`config.mk`:
```
export PLATFORM = sky130hd
export DESIGN_NAME = refcounted_slot_allocator_unit_flat
export DESIGN_NICKNAME = d
export VERILOG_FILES = /design/src/rtl/rsau_pkg.sv /design/src/rtl/rsau_req_if.sv /design/src/rtl/rsau_rsp_if.sv /design/src/rtl/rsau_ram.sv /design/src/rtl/refcounted_slot_allocator_unit.sv /design/src/flat_wrapper.sv
export VERILOG_INCLUDE_DIRS = /design/src /design/src/rtl
export SDC_FILE = /design/constraint.sdc
export NUM_CORES = 1
export LEC_CHECK = 0
export BUFFER_PORTS_ARGS = -buffer_cell sky130_fd_sc_hd__buf_2
export CAP_MARGIN = 20
export CORE_UTILIZATION = 62
export DETAILED_ROUTE_END_ITERATION = 6
export GPL_TIMING_DRIVEN = 1
export PLACE_DENSITY = 0.79
export SLEW_MARGIN = 15
export SYNTH_ARGS = -nofsm -noshare
export SYNTH_HDL_FRONTEND = slang
export SYNTH_SLANG_ARGS = --single-unit
```
`constraint.sdc`:
```
create_clock -name clock -period 12.2 [get_ports clock]
set_input_delay 2.44 -clock clock [delete_from_list [all_inputs] [get_ports clock]]
set_output_delay 2.44 -clock clock [all_outputs]
set_load 0.005 [all_outputs]
```
`src/rtl/refcounted_slot_allocator_unit_assert.svh`:
```
// ----------------------------------------------------------------------------
// Assertion macros for the slot allocator
// Clocked, reset-qualified property wrappers used by the RTL.
// ----------------------------------------------------------------------------
`ifndef REFCOUNTED_SLOT_ALLOCATOR_UNIT_ASSERT_SVH
`define REFCOUNTED_SLOT_ALLOCATOR_UNIT_ASSERT_SVH

// same-cycle implication
`define RSAU_ASSERT_SAME(lbl, clk, rst, ante, cons, msg) \
   lbl: assert property (@(posedge clk) disable iff (rst) (ante) |-> (cons)) \
      else $error(msg);

// next-cycle implication
`define RSAU_ASSERT_NEXT(lbl, clk, rst, ante, cons, msg) \
   lbl: assert property (@(posedge clk) disable iff (rst) (ante) |=> (cons)) \
      else $error(msg);

`endif

```
`src/rtl/rsau_pkg.sv`:
```
// ----------------------------------------------------------------------------
// rsau_pkg
// Shared constants and codes of the slot allocator.
// ----------------------------------------------------------------------------
package rsau_pkg;

   localparam int SLOTS    = 32;
   localparam int SLOT_W   = (SLOTS > 1) ? $clog2(SLOTS) : 1;
   localparam int COUNT_W  = 16;
   localparam int HANDLE_W = 9;
   localparam int BASE_W   = 8;

   localparam logic [COUNT_W-1:0] COUNT_MAX = '1;

   typedef enum logic [1:0] {
      ACT_ALLOC  = 2'd0,
      ACT_INC    = 2'd1,
      ACT_DEC    = 2'd2,
      ACT_LOOKUP = 2'd3
   } action_type;

   typedef enum logic [2:0] {
      ST_OK       = 3'd0,
      ST_FULL     = 3'd1,
      ST_BAD      = 3'd2,
      ST_NOT_OPEN = 3'd3,
      ST_SAT      = 3'd4
   } status_type;

   typedef enum logic {
      S_IDLE = 1'b0,
      S_EXEC = 1'b1
   } state_type;

endpackage

```
`src/rtl/rsau_req_if.sv`:
```
// ----------------------------------------------------------------------------
// rsau_req_if
// Request channel: valid/ready with action and handle.
// ----------------------------------------------------------------------------
interface rsau_req_if;
   logic                          valid;
   logic                          ready;
   logic [1:0]                    action;
   logic [rsau_pkg::HANDLE_W-1:0] handle;

   modport source (output valid, action, handle, input ready);
   modport sink   (input valid, action, handle, output ready);
endinterface

```
`src/rtl/rsau_rsp_if.sv`:
```
// ----------------------------------------------------------------------------
// rsau_rsp_if
// Response channel: valid/ready with handle, status, released and count.
// ----------------------------------------------------------------------------
interface rsau_rsp_if;
   logic                          valid;
   logic                          ready;
   logic [rsau_pkg::HANDLE_W-1:0] result_handle;
   logic [2:0]                    status;
   logic                          released;
   logic [rsau_pkg::COUNT_W-1:0]  count_after;

   modport source (output valid, result_handle, status, released, count_after,
                   input ready);
   modport sink   (input valid, result_handle, status, released, count_after,
                   output ready);
endinterface

```
`src/rtl/rsau_ram.sv`:
```
// ----------------------------------------------------------------------------
// rsau_ram
// Generic simple dual-port RAM, one write and one registered read port.
// ----------------------------------------------------------------------------
module rsau_ram #(
   parameter int WIDTH = 16,
   parameter int DEPTH = 32
) (
   input  logic                                        clock,
   input  logic                                        wr_en,
   input  logic [((DEPTH > 1) ? $clog2(DEPTH) : 1)-1:0] wr_addr,
   input  logic [WIDTH-1:0]                            wr_data,
   input  logic                                        rd_en,
   input  logic [((DEPTH > 1) ? $clog2(DEPTH) : 1)-1:0] rd_addr,
   output logic [WIDTH-1:0]                            rd_data
);

   logic [WIDTH-1:0] mem_ff [DEPTH];
   logic [WIDTH-1:0] rd_data_ff;

   always_ff @(posedge clock) begin
      if (wr_en) begin
         mem_ff[wr_addr] <= wr_data;
      end
      if (rd_en) begin
         rd_data_ff <= mem_ff[rd_addr];
      end
   end

   assign rd_data = rd_data_ff;

endmodule

```
`src/rtl/refcounted_slot_allocator_unit.sv`:
```
// ----------------------------------------------------------------------------
// refcounted_slot_allocator_unit
// Reference-counted handle allocator over a table of slot counts.
// ----------------------------------------------------------------------------
// Usage:
//  - req_ch carries one operation per transfer: allocate, increment,
//    decrement or lookup, with a handle (ignored on allocate).
//  - rsp_ch returns exactly one result per request transfer, in order.
//  - csr_we/csr_wdata load handle_base; write only while the block is idle.
//  - Each request passes an accept step, in which the idle state issues the
//    count read, and an execute step that modifies and writes back the count
//    and loads the response register. The result is valid the cycle after that.
//  - A new request is not accepted until the current one leaves its execute
//    step, as the count RAM sees a single read-modify-write per request.
//  - A result that waits in the response register does not block the next
//    accept; the block holds in its execute step only if that register is
//    still occupied, and resumes the cycle rsp_ch.ready takes it.
//  - Reset (synchronous, active high) clears the per-slot busy bits, so all
//    counts read as zero immediately; no clearing pass is needed. It also
//    clears handle_base and drops rsp_ch.valid.
// ----------------------------------------------------------------------------
`include "refcounted_slot_allocator_unit_assert.svh"

module refcounted_slot_allocator_unit (
   input  logic                        clock,
   input  logic                        reset,
   input  logic                        csr_we,
   input  logic [rsau_pkg::BASE_W-1:0] csr_wdata,
   rsau_req_if.sink                    req_ch,
   rsau_rsp_if.source                  rsp_ch
);

   localparam int SW = rsau_pkg::SLOT_W;
   localparam int HW = rsau_pkg::HANDLE_W;
   localparam int CW = rsau_pkg::COUNT_W;
   localparam int BW = rsau_pkg::BASE_W;

   // control state
   rsau_pkg::state_type  state_ff, state_in;
   logic [BW-1:0]        base_ff;
   logic [rsau_pkg::SLOTS-1:0] busy_ff;   // count != 0; doubles as valid bit
   logic                 rsp_valid_ff;

   // captured request
   rsau_pkg::action_type act_ff;
   logic [HW-1:0]        handle_ff;
   logic [SW-1:0]        slot_ff;
   logic                 bad_ff;
   logic                 full_ff;

   // response payload
   logic [HW-1:0]        rsp_handle_ff;
   rsau_pkg::status_type rsp_status_ff;
   logic                 rsp_rel_ff;
   logic [CW-1:0]        rsp_cnt_ff;

   logic                 req_fire;
   logic                 exec_go;
   logic                 idle_ready;

   // lowest free slot
   logic [SW-1:0]        free_slot;
   logic                 table_full;

   // handle decode
   logic [HW:0]          diff;
   logic                 req_bad;
   logic [SW-1:0]        req_slot;
   logic [HW-1:0]        grant_handle;
   rsau_pkg::action_type req_act;

   // RAM
   logic [CW-1:0]        ram_rdata;
   logic                 ram_we;
   logic [CW-1:0]        new_cnt;

   // execute results
   logic [CW-1:0]        cur_cnt;
   logic                 wr_need;
   logic [HW-1:0]        res_handle;
   rsau_pkg::status_type res_status;
   logic                 res_rel;
   logic [CW-1:0]        res_cnt;

   // ------------------------------------------------------------------
   // Request decode
   // ------------------------------------------------------------------
   always_comb begin
      free_slot = '0;
      for (int i = rsau_pkg::SLOTS - 1; i >= 0; i--) begin
         if (!busy_ff[i]) begin
            free_slot = SW'(i);
         end
      end
   end

   assign table_full   = &busy_ff;
   assign req_act      = rsau_pkg::action_type'(req_ch.action);
   assign diff         = {1'b0, req_ch.handle} - {(HW + 1 - BW)'(0), base_ff};
   // out of range below the base (borrow) or at base + SLOTS and above
   assign req_bad      = diff[HW] || (diff[HW-1:0] >= HW'(rsau_pkg::SLOTS));
   assign req_slot     = (req_act == rsau_pkg::ACT_ALLOC) ? free_slot : diff[SW-1:0];
   assign grant_handle = {(HW - BW)'(0), base_ff} + HW'(free_slot);

   assign req_fire = req_ch.valid && req_ch.ready;

   // ------------------------------------------------------------------
   // State machine
   // ------------------------------------------------------------------
   always_comb begin
      state_in = state_ff;
      case (state_ff)
         rsau_pkg::S_IDLE: begin
            if (req_fire) begin
               state_in = rsau_pkg::S_EXEC;
            end
         end
         rsau_pkg::S_EXEC: begin
            if (exec_go) begin
               state_in = rsau_pkg::S_IDLE;
            end
         end
         default: begin
            state_in = rsau_pkg::S_IDLE;
         end
      endcase
   end

   always_comb begin
      idle_ready = 1'b0;
      exec_go    = 1'b0;
      case (state_ff)
         rsau_pkg::S_IDLE: begin
            idle_ready = 1'b1;
         end
         rsau_pkg::S_EXEC: begin
            // finish once the response register is free or draining
            exec_go = !rsp_valid_ff || rsp_ch.ready;
         end
         default: begin
            idle_ready = 1'b0;
            exec_go    = 1'b0;
         end
      endcase
   end

   assign req_ch.ready = idle_ready;

   // ------------------------------------------------------------------
   // Count RAM: read on accept, write back on execute
   // ------------------------------------------------------------------
   rsau_ram #(
      .WIDTH (CW),
      .DEPTH (rsau_pkg::SLOTS)
   ) u_count_ram (
      .clock   (clock),
      .wr_en   (ram_we),
      .wr_addr (slot_ff),
      .wr_data (new_cnt),
      .rd_en   (req_fire),
      .rd_addr (req_slot),
      .rd_data (ram_rdata)
   );

   // ------------------------------------------------------------------
   // Modify step
   // ------------------------------------------------------------------
   // a slot with a clear busy bit holds count zero, whatever the RAM says
   assign cur_cnt = busy_ff[slot_ff] ? ram_rdata : '0;

   always_comb begin
      wr_need    = 1'b0;
      new_cnt    = cur_cnt;
      res_handle = handle_ff;
      res_status = rsau_pkg::ST_OK;
      res_rel    = 1'b0;
      res_cnt    = cur_cnt;
      if (act_ff == rsau_pkg::ACT_ALLOC) begin
         if (full_ff) begin
            res_handle = '0;
            res_status = rsau_pkg::ST_FULL;
            res_cnt    = '0;
         end else begin
            wr_need = 1'b1;
            new_cnt = CW'(1);
            res_cnt = CW'(1);
         end
      end else if (bad_ff) begin
         res_status = rsau_pkg::ST_BAD;
         res_cnt    = '0;
      end else begin
         case (act_ff)
            rsau_pkg::ACT_INC: begin
               if (cur_cnt == rsau_pkg::COUNT_MAX) begin
                  res_status = rsau_pkg::ST_SAT;
               end else begin
                  wr_need = 1'b1;
                  new_cnt = cur_cnt + CW'(1);
                  res_cnt = new_cnt;
               end
            end
            rsau_pkg::ACT_DEC: begin
               if (cur_cnt == '0) begin
                  res_status = rsau_pkg::ST_NOT_OPEN;
               end else begin
                  wr_need = 1'b1;
                  new_cnt = cur_cnt - CW'(1);
                  res_cnt = new_cnt;
                  res_rel = (new_cnt == '0);
               end
            end
            rsau_pkg::ACT_LOOKUP: begin
               if (cur_cnt == '0) begin
                  res_status = rsau_pkg::ST_NOT_OPEN;
               end
            end
            default: begin
               res_status = rsau_pkg::ST_OK;
            end
         endcase
      end
   end

   assign ram_we = exec_go && wr_need;

   // ------------------------------------------------------------------
   // Registers
   // ------------------------------------------------------------------
   always_ff @(posedge clock) begin
      if (reset) begin
         state_ff     <= rsau_pkg::S_IDLE;
         base_ff      <= '0;
         busy_ff      <= '0;
         rsp_valid_ff <= 1'b0;
      end else begin
         state_ff <= state_in;
         if (csr_we) begin
            base_ff <= csr_wdata;
         end
         if (ram_we) begin
            busy_ff[slot_ff] <= (new_cnt != '0);
         end
         if (exec_go) begin
            rsp_valid_ff <= 1'b1;
         end else if (rsp_ch.ready) begin
            rsp_valid_ff <= 1'b0;
         end
      end
   end

   always_ff @(posedge clock) begin
      if (req_fire) begin
         act_ff    <= req_act;
         handle_ff <= (req_act == rsau_pkg::ACT_ALLOC) ? grant_handle : req_ch.handle;
         slot_ff   <= req_slot;
         bad_ff    <= req_bad;
         full_ff   <= table_full;
      end
      if (exec_go) begin
         rsp_handle_ff <= res_handle;
         rsp_status_ff <= res_status;
         rsp_rel_ff    <= res_rel;
         rsp_cnt_ff    <= res_cnt;
      end
   end

   assign rsp_ch.valid         = rsp_valid_ff;
   assign rsp_ch.result_handle = rsp_handle_ff;
   assign rsp_ch.status        = rsp_status_ff;
   assign rsp_ch.released      = rsp_rel_ff;
   assign rsp_ch.count_after   = rsp_cnt_ff;

   // ------------------------------------------------------------------
   // Assertions
   // ------------------------------------------------------------------
   `RSAU_ASSERT_NEXT(a_accept_to_exec, clock, reset, req_fire,
      state_ff == rsau_pkg::S_EXEC, "accepted request did not enter execute")
   `RSAU_ASSERT_SAME(a_rsp_after_exec, clock, reset, $rose(rsp_valid_ff),
      $past(state_ff == rsau_pkg::S_EXEC), "response raised without execute step")
   `RSAU_ASSERT_NEXT(a_zero_frees_slot, clock, reset, ram_we && (new_cnt == '0),
      !busy_ff[$past(slot_ff)], "count written to zero left slot busy")
   `RSAU_ASSERT_SAME(a_grant_free_slot, clock, reset,
      exec_go && (act_ff == rsau_pkg::ACT_ALLOC) && !full_ff,
      !busy_ff[slot_ff], "allocate granted a busy slot")

endmodule
```
`src/flat_wrapper.sv`:
```
// flat-port wrapper written by rule: the top's interface ports become plain ports
module refcounted_slot_allocator_unit_flat 
  (clock, reset, csr_we, csr_wdata, req_ch_valid, req_ch_action, req_ch_handle, req_ch_ready, rsp_ch_valid, rsp_ch_result_handle, rsp_ch_status, rsp_ch_released, rsp_ch_count_after, rsp_ch_ready);
  rsau_req_if req_ch_i ();
  rsau_rsp_if rsp_ch_i ();
  input  logic clock;
  input  logic reset;
  input  logic csr_we;
  input  logic [rsau_pkg::BASE_W-1:0] csr_wdata;
  input wire logic [$bits(req_ch_i.valid)-1:0] req_ch_valid;
  input wire logic [$bits(req_ch_i.action)-1:0] req_ch_action;
  input wire logic [$bits(req_ch_i.handle)-1:0] req_ch_handle;
  output wire logic [$bits(req_ch_i.ready)-1:0] req_ch_ready;
  output wire logic [$bits(rsp_ch_i.valid)-1:0] rsp_ch_valid;
  output wire logic [$bits(rsp_ch_i.result_handle)-1:0] rsp_ch_result_handle;
  output wire logic [$bits(rsp_ch_i.status)-1:0] rsp_ch_status;
  output wire logic [$bits(rsp_ch_i.released)-1:0] rsp_ch_released;
  output wire logic [$bits(rsp_ch_i.count_after)-1:0] rsp_ch_count_after;
  input wire logic [$bits(rsp_ch_i.ready)-1:0] rsp_ch_ready;
  assign req_ch_i.valid = req_ch_valid;
  assign req_ch_i.action = req_ch_action;
  assign req_ch_i.handle = req_ch_handle;
  assign req_ch_ready = req_ch_i.ready;
  assign rsp_ch_valid = rsp_ch_i.valid;
  assign rsp_ch_result_handle = rsp_ch_i.result_handle;
  assign rsp_ch_status = rsp_ch_i.status;
  assign rsp_ch_released = rsp_ch_i.released;
  assign rsp_ch_count_after = rsp_ch_i.count_after;
  assign rsp_ch_i.ready = rsp_ch_ready;
  refcounted_slot_allocator_unit u_core (.clock(clock), .reset(reset), .csr_we(csr_we), .csr_wdata(csr_wdata), .req_ch(req_ch_i), .rsp_ch(rsp_ch_i));
endmodule
```
==> impl_summary.md, run 1 <==
Global routing
The initial antenna violation count is 0. The total global-route track usage is 0.3128. The first-pass GRT wire length is about 100 mm. The via count of the first global-routing pass is 16.97k. The total overflow reported by the global router is 0. Entering global routing, the biggest net connects roughly 140 pins.

CTS
The maximum buffer depth of the clock tree is 3. Clock tree synthesis inserted a total of 59 buffers. In this run the clock root is driven by a sky130_fd_sc_hd__clkbuf_16. Clock latency on the worst-skew pair, taken at its later pin, is 0.63 ns.

The hold-fix buffer count after cts is 0. Clock-pin slew was measured on the worst setup and hold paths at about 0.07 ns. The post-cts resize count is 0. The TritonCTS sink count is about 620. TritonCTS built the clock tree. Once the clock tree was built, the setup fixing pass inserted 0 buffers. The H-tree was split into 2 levels.

Yosys
The portion of the post-synthesis area used by sequential elements is 0.6582. The register bit count reported by yosys is 617. The synthesized cell area is ~28,000 µm².

The area fraction of the dominant cell type after synthesis is 0.6276. Synthesis instantiated 83 different standard cells from the library. The number of synthesis warnings is 0. The post-synthesis area per instance is ~14 µm².

For this run, asynchronously set or reset flops after synthesis account for 0. The largest total area in the synthesized netlist belongs to sky130_fd_sc_hd__edfxtp_1. Counting every instance in the synthesized netlist gives 1,947.

In this run, synthesis inferred 575 flip-flops with an integrated enable. The most used flip-flop cell after synthesis is sky130_fd_sc_hd__edfxtp_1. After synthesis, the cell types taking the most area are sky130_fd_sc_hd__edfxtp_1 63%, sky130_fd_sc_hd__mux2i_1 13%, sky130_fd_sc_hd__dfxtp_1 3.1%, sky130_fd_sc_hd__o221ai_1 2.1%, sky130_fd_sc_hd__clkbuf_1 1.2%. Counting every net in the synthesized netlist gives 1,993.

Placed design
The port buffer count is 54. Once placement completed, the tool counted placed cells totaling roughly 2.5k. Routability-driven placement finished with a final weighted congestion of ~1. Once detailed placement completed, the half-perimeter wirelength came to between 40 and 50 mm. The placed instances occupy a cell area of 28,410 µm².

The placement-stage worst setup slack is around 6.0 ns.

Cells and area
In the final layout, the multi-input gates occupy 8761 µm². The count of placed standard cells in the final layout, fillers left out is around 2.6k. The post-route standard cell area excluding fillers is about 31,000 µm². From synthesis to final layout, the design area changed by 11.37%.

In the final layout, the share of cells above drive strength 1 is 0.1132. Fill cells in the final layout number 2,829. The post-layout net count is between 2k and 2.5k. The number of diodes added for antenna fixing is 0. Registers take between 15,000 and 20,000 µm².

Floorplanning
The die covers between 40,000 and 50,000 µm². Measured along the x axis, the die boundary spans between 200 and 250 µm. The effective utilization at floorplan is 0.6330. Pin placement for this block handled 55 I/O pins. The die is 212.6 µm tall. The total area inside the core boundary comes to about 43,000 µm². The number of rows created at floorplan is 76.

Timing
The total of endpoints with negative setup slack in the final report is 0. Between clock sinks in the finished design, the worst skew comes to 0.01842 ns. The summed negative setup slack over all endpoints is 0 ns. The actual transition at the worst max-transition pin is 1.132 ns.

The number of failing hold endpoints at the final stage is 0. The final worst setup slack is 5.974 ns. Setup repair after global routing left no endpoint under its margin. Headroom to the max-slew limit came out at 0.2442. The timing-limited maximum frequency is 160.6 MHz. The minimum clock period is 6.226 ns. The total count of max-transition violations in the final report was 0. In the finished design, the share of the clock period the worst path needs comes to 0.5104.

Power
The internal power of the cells totals approximately 0.0037 W. Power comes to 0.004848 W. The net load switching power is between 0.001 and 0.0015 W. Of the total power, the share spent switching nets is 0.2395. The proportion of power drawn by combinational gates is 0.103.

Summed over all cells, the static leakage comes to 11.27 nW. The clock group share of total power is 0.406. In this run the power density over the cells is 158.2 nW/µm². The share of total power in sequential cells is 0.491. VDD sags by at most 0.1310 mV.

Routing
In the final routed layout, each cell accounts on average for 26.66 µm. The number of optimization iterations in the first detailed-route pass is 6. The number of routed nets with antenna violations is 0. The top metal layer carrying routed signals is met4. The residual DRC count is 0.

For this block, the routed nets add up to 69.76 mm of wire. After the first detailed-routing iteration, the DRC count stood at about 2.3k. The detailed router put a total of 28.70 mm of wire on met1. Detailed routing inserted a total of 17.77k vias. In the routed layout, each cell is associated on average with a via count of 6.789. In the detailed route, the total length drawn on met2 is roughly 32 mm. The routed wire length on met3 is approximately 7.4 mm.

Critical path
For the worst setup path, the data arrival time is 6.72 ns. The type of origin of the critical path is a flop. The type of the worst setup path is reg2reg.

Along the worst path, the maximum fanout reaches 33. Data on the critical path is required at its endpoint by approximately 13 ns. The worst setup path is captured at a flop. The setup check on the worst reg-to-reg path leaves a slack of 5.97 ns. The number of cells on the worst reg-to-reg path is 19.

Run
Across the run, the number of max-cap violations was 0.

Worst hold path
The hold-critical path depth is 2. The path type of the worst min-delay path is reg2reg.

Status
The run finished with clean final reports.
## layer usage
metal / up-vias / track usage
li1: 7768 / -
met1: 8784 / 0.4543
met2: 1087 / 0.4816
met3: 127 / 0.06352
met4: 0 / 0.08856
met5: - / 0
## cells in the final DEF, fill, tap and decap left out, drive strengths merged, types with 44 or more instances in the layout
cell type,Yosys,layout
inv,59,58
clkbuf,91,67
nor4,48,48
mux2i,349,349
nand3,66,66
o221ai,65,65
nand2,75,75
buf,34,98
a21oi,66,66
nor2,66,66
o22ai,44,44
edfxtp,575,575
## metrics by stage
| stage | hold slack, ns | util |
|---|---|---|
| after CTS | 0.5127 | 0.7022 |
| after global placement | 0.4857 | 0.6532 |
| after detailed placement | 0.4981 | 0.6537 |
| after floorplan | 0.4828 | - |
| final | 0.5146 | 0.7051 |
| after global routing | 0.5536 | 0.7051 |
## power groups by stage
stage	Clock (W)	Combinational (W)	Sequential, W
after floorplan	0	0.000358	0.00238
after global placement	0	0.000471	0.00242
after detailed placement	0	0.000480	0.00242
after CTS	0.00199	0.000484	0.00238
after global routing	0.00206	0.000525	0.00238
final	0.00197	0.000499	0.00238
## final cells by class
class,instances,area share
Tap cell,585,0.02389
Sequential cell,617,0.5910
Timing Repair Buffer,98,0.02295
Inverter,60,0.007391
Multi-Input combinational cell,1145,0.2859
Clock inverter,45,0.01968
Clock buffer,67,0.04917
## Yosys cell counts, drive strengths merged (23+ instances only)
library cell and instances:
a21oi 66, o221ai 65, nor4 48, o21ai 39
buf 34, nor3 37, o21bai 23, o22ai 44
nand3 66, nand2 75, clkbuf 91, mux2i 349
nor2 66, edfxtp 575, dfxtp 42, inv 59
## path summary, 6_finish.rpt
check                            from                  end
setup / recovery    u_core.slot_ff[3]   u_core.busy_ff[20]
setup reg to reg    u_core.slot_ff[3]   u_core.busy_ff[20]
hold reg to reg   u_core.rsp_ch.valid  u_core.rsp_ch.valid
hold / removal    u_core.rsp_ch.valid  u_core.rsp_ch.valid
## cell families (layout without fill, tap and decap cells)
logic type / count (synthesis) / count (layout) / synth area share
flip-flops: 617 / 617 / 0.6582
AND/OR/NAND/NOR: 405 / 405 / 0.07896
AO/OA/AOI/OAI: 351 / 351 / 0.09133
multiplexers: 350 / 350 / 0.1278
buffers and inverters: 185 / 270 / 0.02770
adder cells (fa/ha/maj): 22 / 22 / 0.01055
XOR/XNOR: 17 / 17 / 0.005412
## flip-flops by register name (all words and copies together), names as in the netlist
register and flops:
u_core.rsp_ch.released 1, u_core.slot_ff 5, u_core.rsp_ch.result_handle 9, u_core.full_ff 1, u_core.rsp_ch.valid 1, u_core.rsp_ch.count_after 16
u_core.rsp_ch.status 3, u_core.busy_ff 32, u_core.u_count_ram.rd_data 16, u_core.handle_ff 9, u_core.u_count_ram.mem_ff 512, u_core.act_ff 2
u_core.base_ff 8, u_core.bad_ff 1, u_core.state_ff 1
## critical path, stage by stage (launching register included)
cell and delay, ns:
sky130_fd_sc_hd__edfxtp_1 0.62, sky130_fd_sc_hd__or3b_2 0.53, sky130_fd_sc_hd__o22ai_1 0.28, sky130_fd_sc_hd__nor4_2 0.16, sky130_fd_sc_hd__mux2i_2 0.16, sky130_fd_sc_hd__buf_4 0.34, sky130_fd_sc_hd__nand2_1 0.22, sky130_fd_sc_hd__inv_1 0.16
sky130_fd_sc_hd__ha_1 0.25, sky130_fd_sc_hd__nand4_1 0.19, sky130_fd_sc_hd__nor4_1 0.89, sky130_fd_sc_hd__nor3_1 0.09, sky130_fd_sc_hd__a31oi_1 0.19, sky130_fd_sc_hd__a221o_1 0.24, sky130_fd_sc_hd__a311oi_4 0.10, sky130_fd_sc_hd__buf_4 0.27
sky130_fd_sc_hd__or4_1 0.68, sky130_fd_sc_hd__buf_4 0.31, sky130_fd_sc_hd__nor4_1 0.29, sky130_fd_sc_hd__a21oi_1 0.11
(Power assumes the default switching activity.)
==> run 2: changes to the inputs <==
==> constraint.sdc (replaced) <==
create_clock -name clock -period 6.11 [get_ports clock]
set_input_delay 1.222 -clock clock [delete_from_list [all_inputs] [get_ports clock]]
set_output_delay 1.222 -clock clock [all_outputs]
set_load 0.005 [all_outputs]
==> run 2 against run 1 <==
Against the previous run: combinational power increased by 110%; design area about the same; cell count up 0.65%; worst hold slack better by 0.016 ns; fmax is 8.6% higher; via count fell by 0.40%; clock power up 87%; non-clock buffer count increased by 21; first-iteration DRC count grew 1.8%; total power rose by 96%; sequential cell count stayed put; routed wire length grew 3.3%.
==> impl_summary.md, run 2 (synthesis results as in run 1) <==
Timing
The total count of max-transition violations in the final report is 0. The actual transition at the worst max-transition pin is 1.041 ns. Derived from the worst setup path, the maximum achievable clock frequency is 174.4 MHz. After layout, the minimum clock period comes to 5.733 ns. The clock arrives with 0.02478 ns of skew. In the finished design, the share of the clock period the worst path needs comes to 0.9383. Setup repair after global routing left no endpoint under its margin. The total of endpoints with negative setup slack in the final report is 0.

The summed negative setup slack over all endpoints is 0 ns. The number of failing hold endpoints at the final stage was 0. Headroom to the max-slew limit came out at 0.3044.

Global routing
The pin count of the biggest net entering global routing is 65. The initial antenna violation count is 1. Across every metal layer, demand over resource in global routing totals 0.3242. The first-pass GRT wire length is 107.0 mm. For this run the aggregate overflow at the end of global routing stands at 0. The via count of the first global-routing pass is 17.10k.

Cells and area
The post-layout net count is 2,047. The top cell types in the final layout, fill and taps aside, are 575 x sky130_fd_sc_hd__edfxtp_1, 347 x sky130_fd_sc_hd__mux2i_1, 74 x sky130_fd_sc_hd__nand2_1. The number of flip-flops under the largest register name is 512. The largest registers in the layout are u_core.u_count_ram.mem_ff: 512 flops, u_core.busy_ff: 32 flops. The finished cells cover 30,640 µm². The relative area change from synthesis to final layout is 11.36%.

The fraction of final layout cells sized beyond drive strength 1 is 0.1201. The top register by number of flip-flops is u_core.u_count_ram.mem_ff. Leaving out fill and tap cells, the most frequent cell in the layout is sky130_fd_sc_hd__edfxtp_1. 0 antenna diodes ended up in the layout.

Power
The analysis attributes to net switching a power of 0.002357 W. The power density relative to cell area is 309.5 nW/µm². Across the VDD grid, the largest voltage drop is 0.2859 mV.

The clock group share of total power is 0.388. Cell internal power was estimated by the tool at 0.007125 W. The fraction of power spent switching nets is 0.2485. For this design the static power due to leakage is 11.28 nW. The share of total power in sequential cells is 0.502. The proportion of power drawn by combinational gates is 0.109.

Status
The flow ran to the end, and the final reports show no timing, DRC or antenna violations.

CTS
TritonCTS built the clock tree. The maximum buffer depth of the clock tree is 3. CTS built an H-tree with a depth of 2. The root cell of the clock tree is sky130_fd_sc_hd__clkbuf_16. Clock tree synthesis found a total of 617 sinks. After clock tree synthesis, the clock-pin slew on the worst setup and hold paths is 0.06 ns. Buffers inserted during clock tree synthesis total 58. The clock latency on the worst-skew pair is ~0.63 ns.

Floorplanning
After floorplanning, the core was sized to cover 43,460 µm². The width of the die is 212.6 µm. The floorplan die area is 45,220 µm². The number of rows created at floorplan is 76. The effective utilization at floorplan is 0.6330. Pin placement for this block handled 55 I/O pins.

From bottom edge to top edge, the die measures 212.6 µm.

Critical path
The slowest cell on the critical path is sky130_fd_sc_hd__inv_1. The type of the worst setup path is reg2reg. The top cell family by delay on the critical path is simple AND/OR/NAND/NOR gates.

The type of origin of the critical path is a flop. Walking the worst path, the cells encountered are buf_4 > mux2i_1 > o22ai_1 > nor4_2 > mux2i_4 > nand2_1 > inv_1 > ha_1 > nand4_1 > or2_2 > or3_1 > o21ai_1 > a31oi_2 > buf_4 > nand3_1 > inv_1. The register-to-register path setup slack is 0.38 ns. STA classifies the critical path endpoint as a flop. The worst endpoint required time is 6.35 ns. In this design, the stage delay of the slowest critical-path cell is approximately 0.76 ns.

Along the worst path, the maximum fanout reaches 34. The worst reg2reg path startpoint is u_core.slot_ff[1]. STA puts the critical path data arrival time at roughly 6.0 ns. The launching instance or port of the critical path is u_core.slot_ff[1]. The number of buffers and inverters on the critical path is 4.

Placed design
The global placement routability congestion is around 1. The port buffer count is 54. The HPWL after detailed placement is ~47 mm.

The total cell area at the placement stage is 28,670 µm².

Worst hold path
The path class of the tightest hold or removal check is reg2reg. The startpoint of the tightest hold check path is u_core.handle_ff[8].

Routing
Dividing the detail-routed wire length by the instance count gives approximately 27 µm. The number of vias after detailed routing is 17.70k. Summed over all layers, the routed wires come to approximately 72 mm. The number of DRC markers in iteration 0 is 2,368. In the routed layout, each cell is associated on average with a via count of 6.718. The count of nets left with antenna violations once routing finished came out at 0.

The number of optimization iterations in the first detailed-route pass is 6. After detailed routing, the number of remaining DRC violations is 0.

Run
Across the run, the number of max-cap violations was 0.
[run 2: power groups by stage]
| stage | registers [W] | clock network (W) | logic (W) |
|---|---|---|---|
| floorplan | 0.00475 | 0 | 0.000716 |
| finish | 0.00476 | 0.00368 | 0.00104 |
| global route | 0.00476 | 0.00387 | 0.00108 |
| detailed placement | 0.00485 | 0 | 0.000998 |
| CTS | 0.00476 | 0.00372 | 0.00100 |
| global placement | 0.00485 | 0 | 0.000983 |
[run 2: worst paths after layout]
check             cells past startpoint                         endpoint
setup / recovery                     16  u_core.u_count_ram.mem_ff[7][2]
hold reg to reg                       1   u_core.rsp_ch.result_handle[8]
hold / removal                        1   u_core.rsp_ch.result_handle[8]
setup reg to reg                     16  u_core.u_count_ram.mem_ff[7][2]
[run 2: area by class of cell]
cell class                      count  area, µm²
Sequential cell                   617      18110
Fill cell                        2947      12820
Multi-Input combinational cell   1145       8773
Clock buffer                       70       1528
Timing Repair Buffer              119      849.6
Tap cell                          585      732.0
Clock inverter                     38      419.2
Inverter                           60      226.5
[run 2: metrics by stage]
step / setup WS [ns] / power, W / util / hold WS (ns) / instances
floorplan: 0.4528 / 0.005469 / - / 0.4828 / 1947
detailed placement: 0.3651 / 0.005844 / 0.6597 / 0.5154 / 2525
global placement: 0.4687 / 0.005831 / 0.6594 / 0.4803 / 2524
global route: 0.09378 / 0.009714 / 0.7050 / 0.5442 / 2634
finish: 0.3772 / 0.009481 / 0.7050 / 0.5304 / 2634
CTS: 0.3299 / 0.009476 / 0.7045 / 0.5311 / 2633
[run 2: repair_timing]
item,4_1_cts,5_1_grt
gates resized for setup,0,2
endpoints found under the setup margin,0,114
buffers inserted,0,1
hold buffers,0,0
[run 2: routing by layer]
layer | share of wire | vias up | GRT usage
li1 | - | 7803 | -
met1 | 0.42 | 8746 | 0.4735
met2 | 0.46 | 997 | 0.4948
met3 | 0.099 | 147 | 0.06352
met4 | 0.027 | 2 | 0.09849
met5 | 0.00018 | - | 0
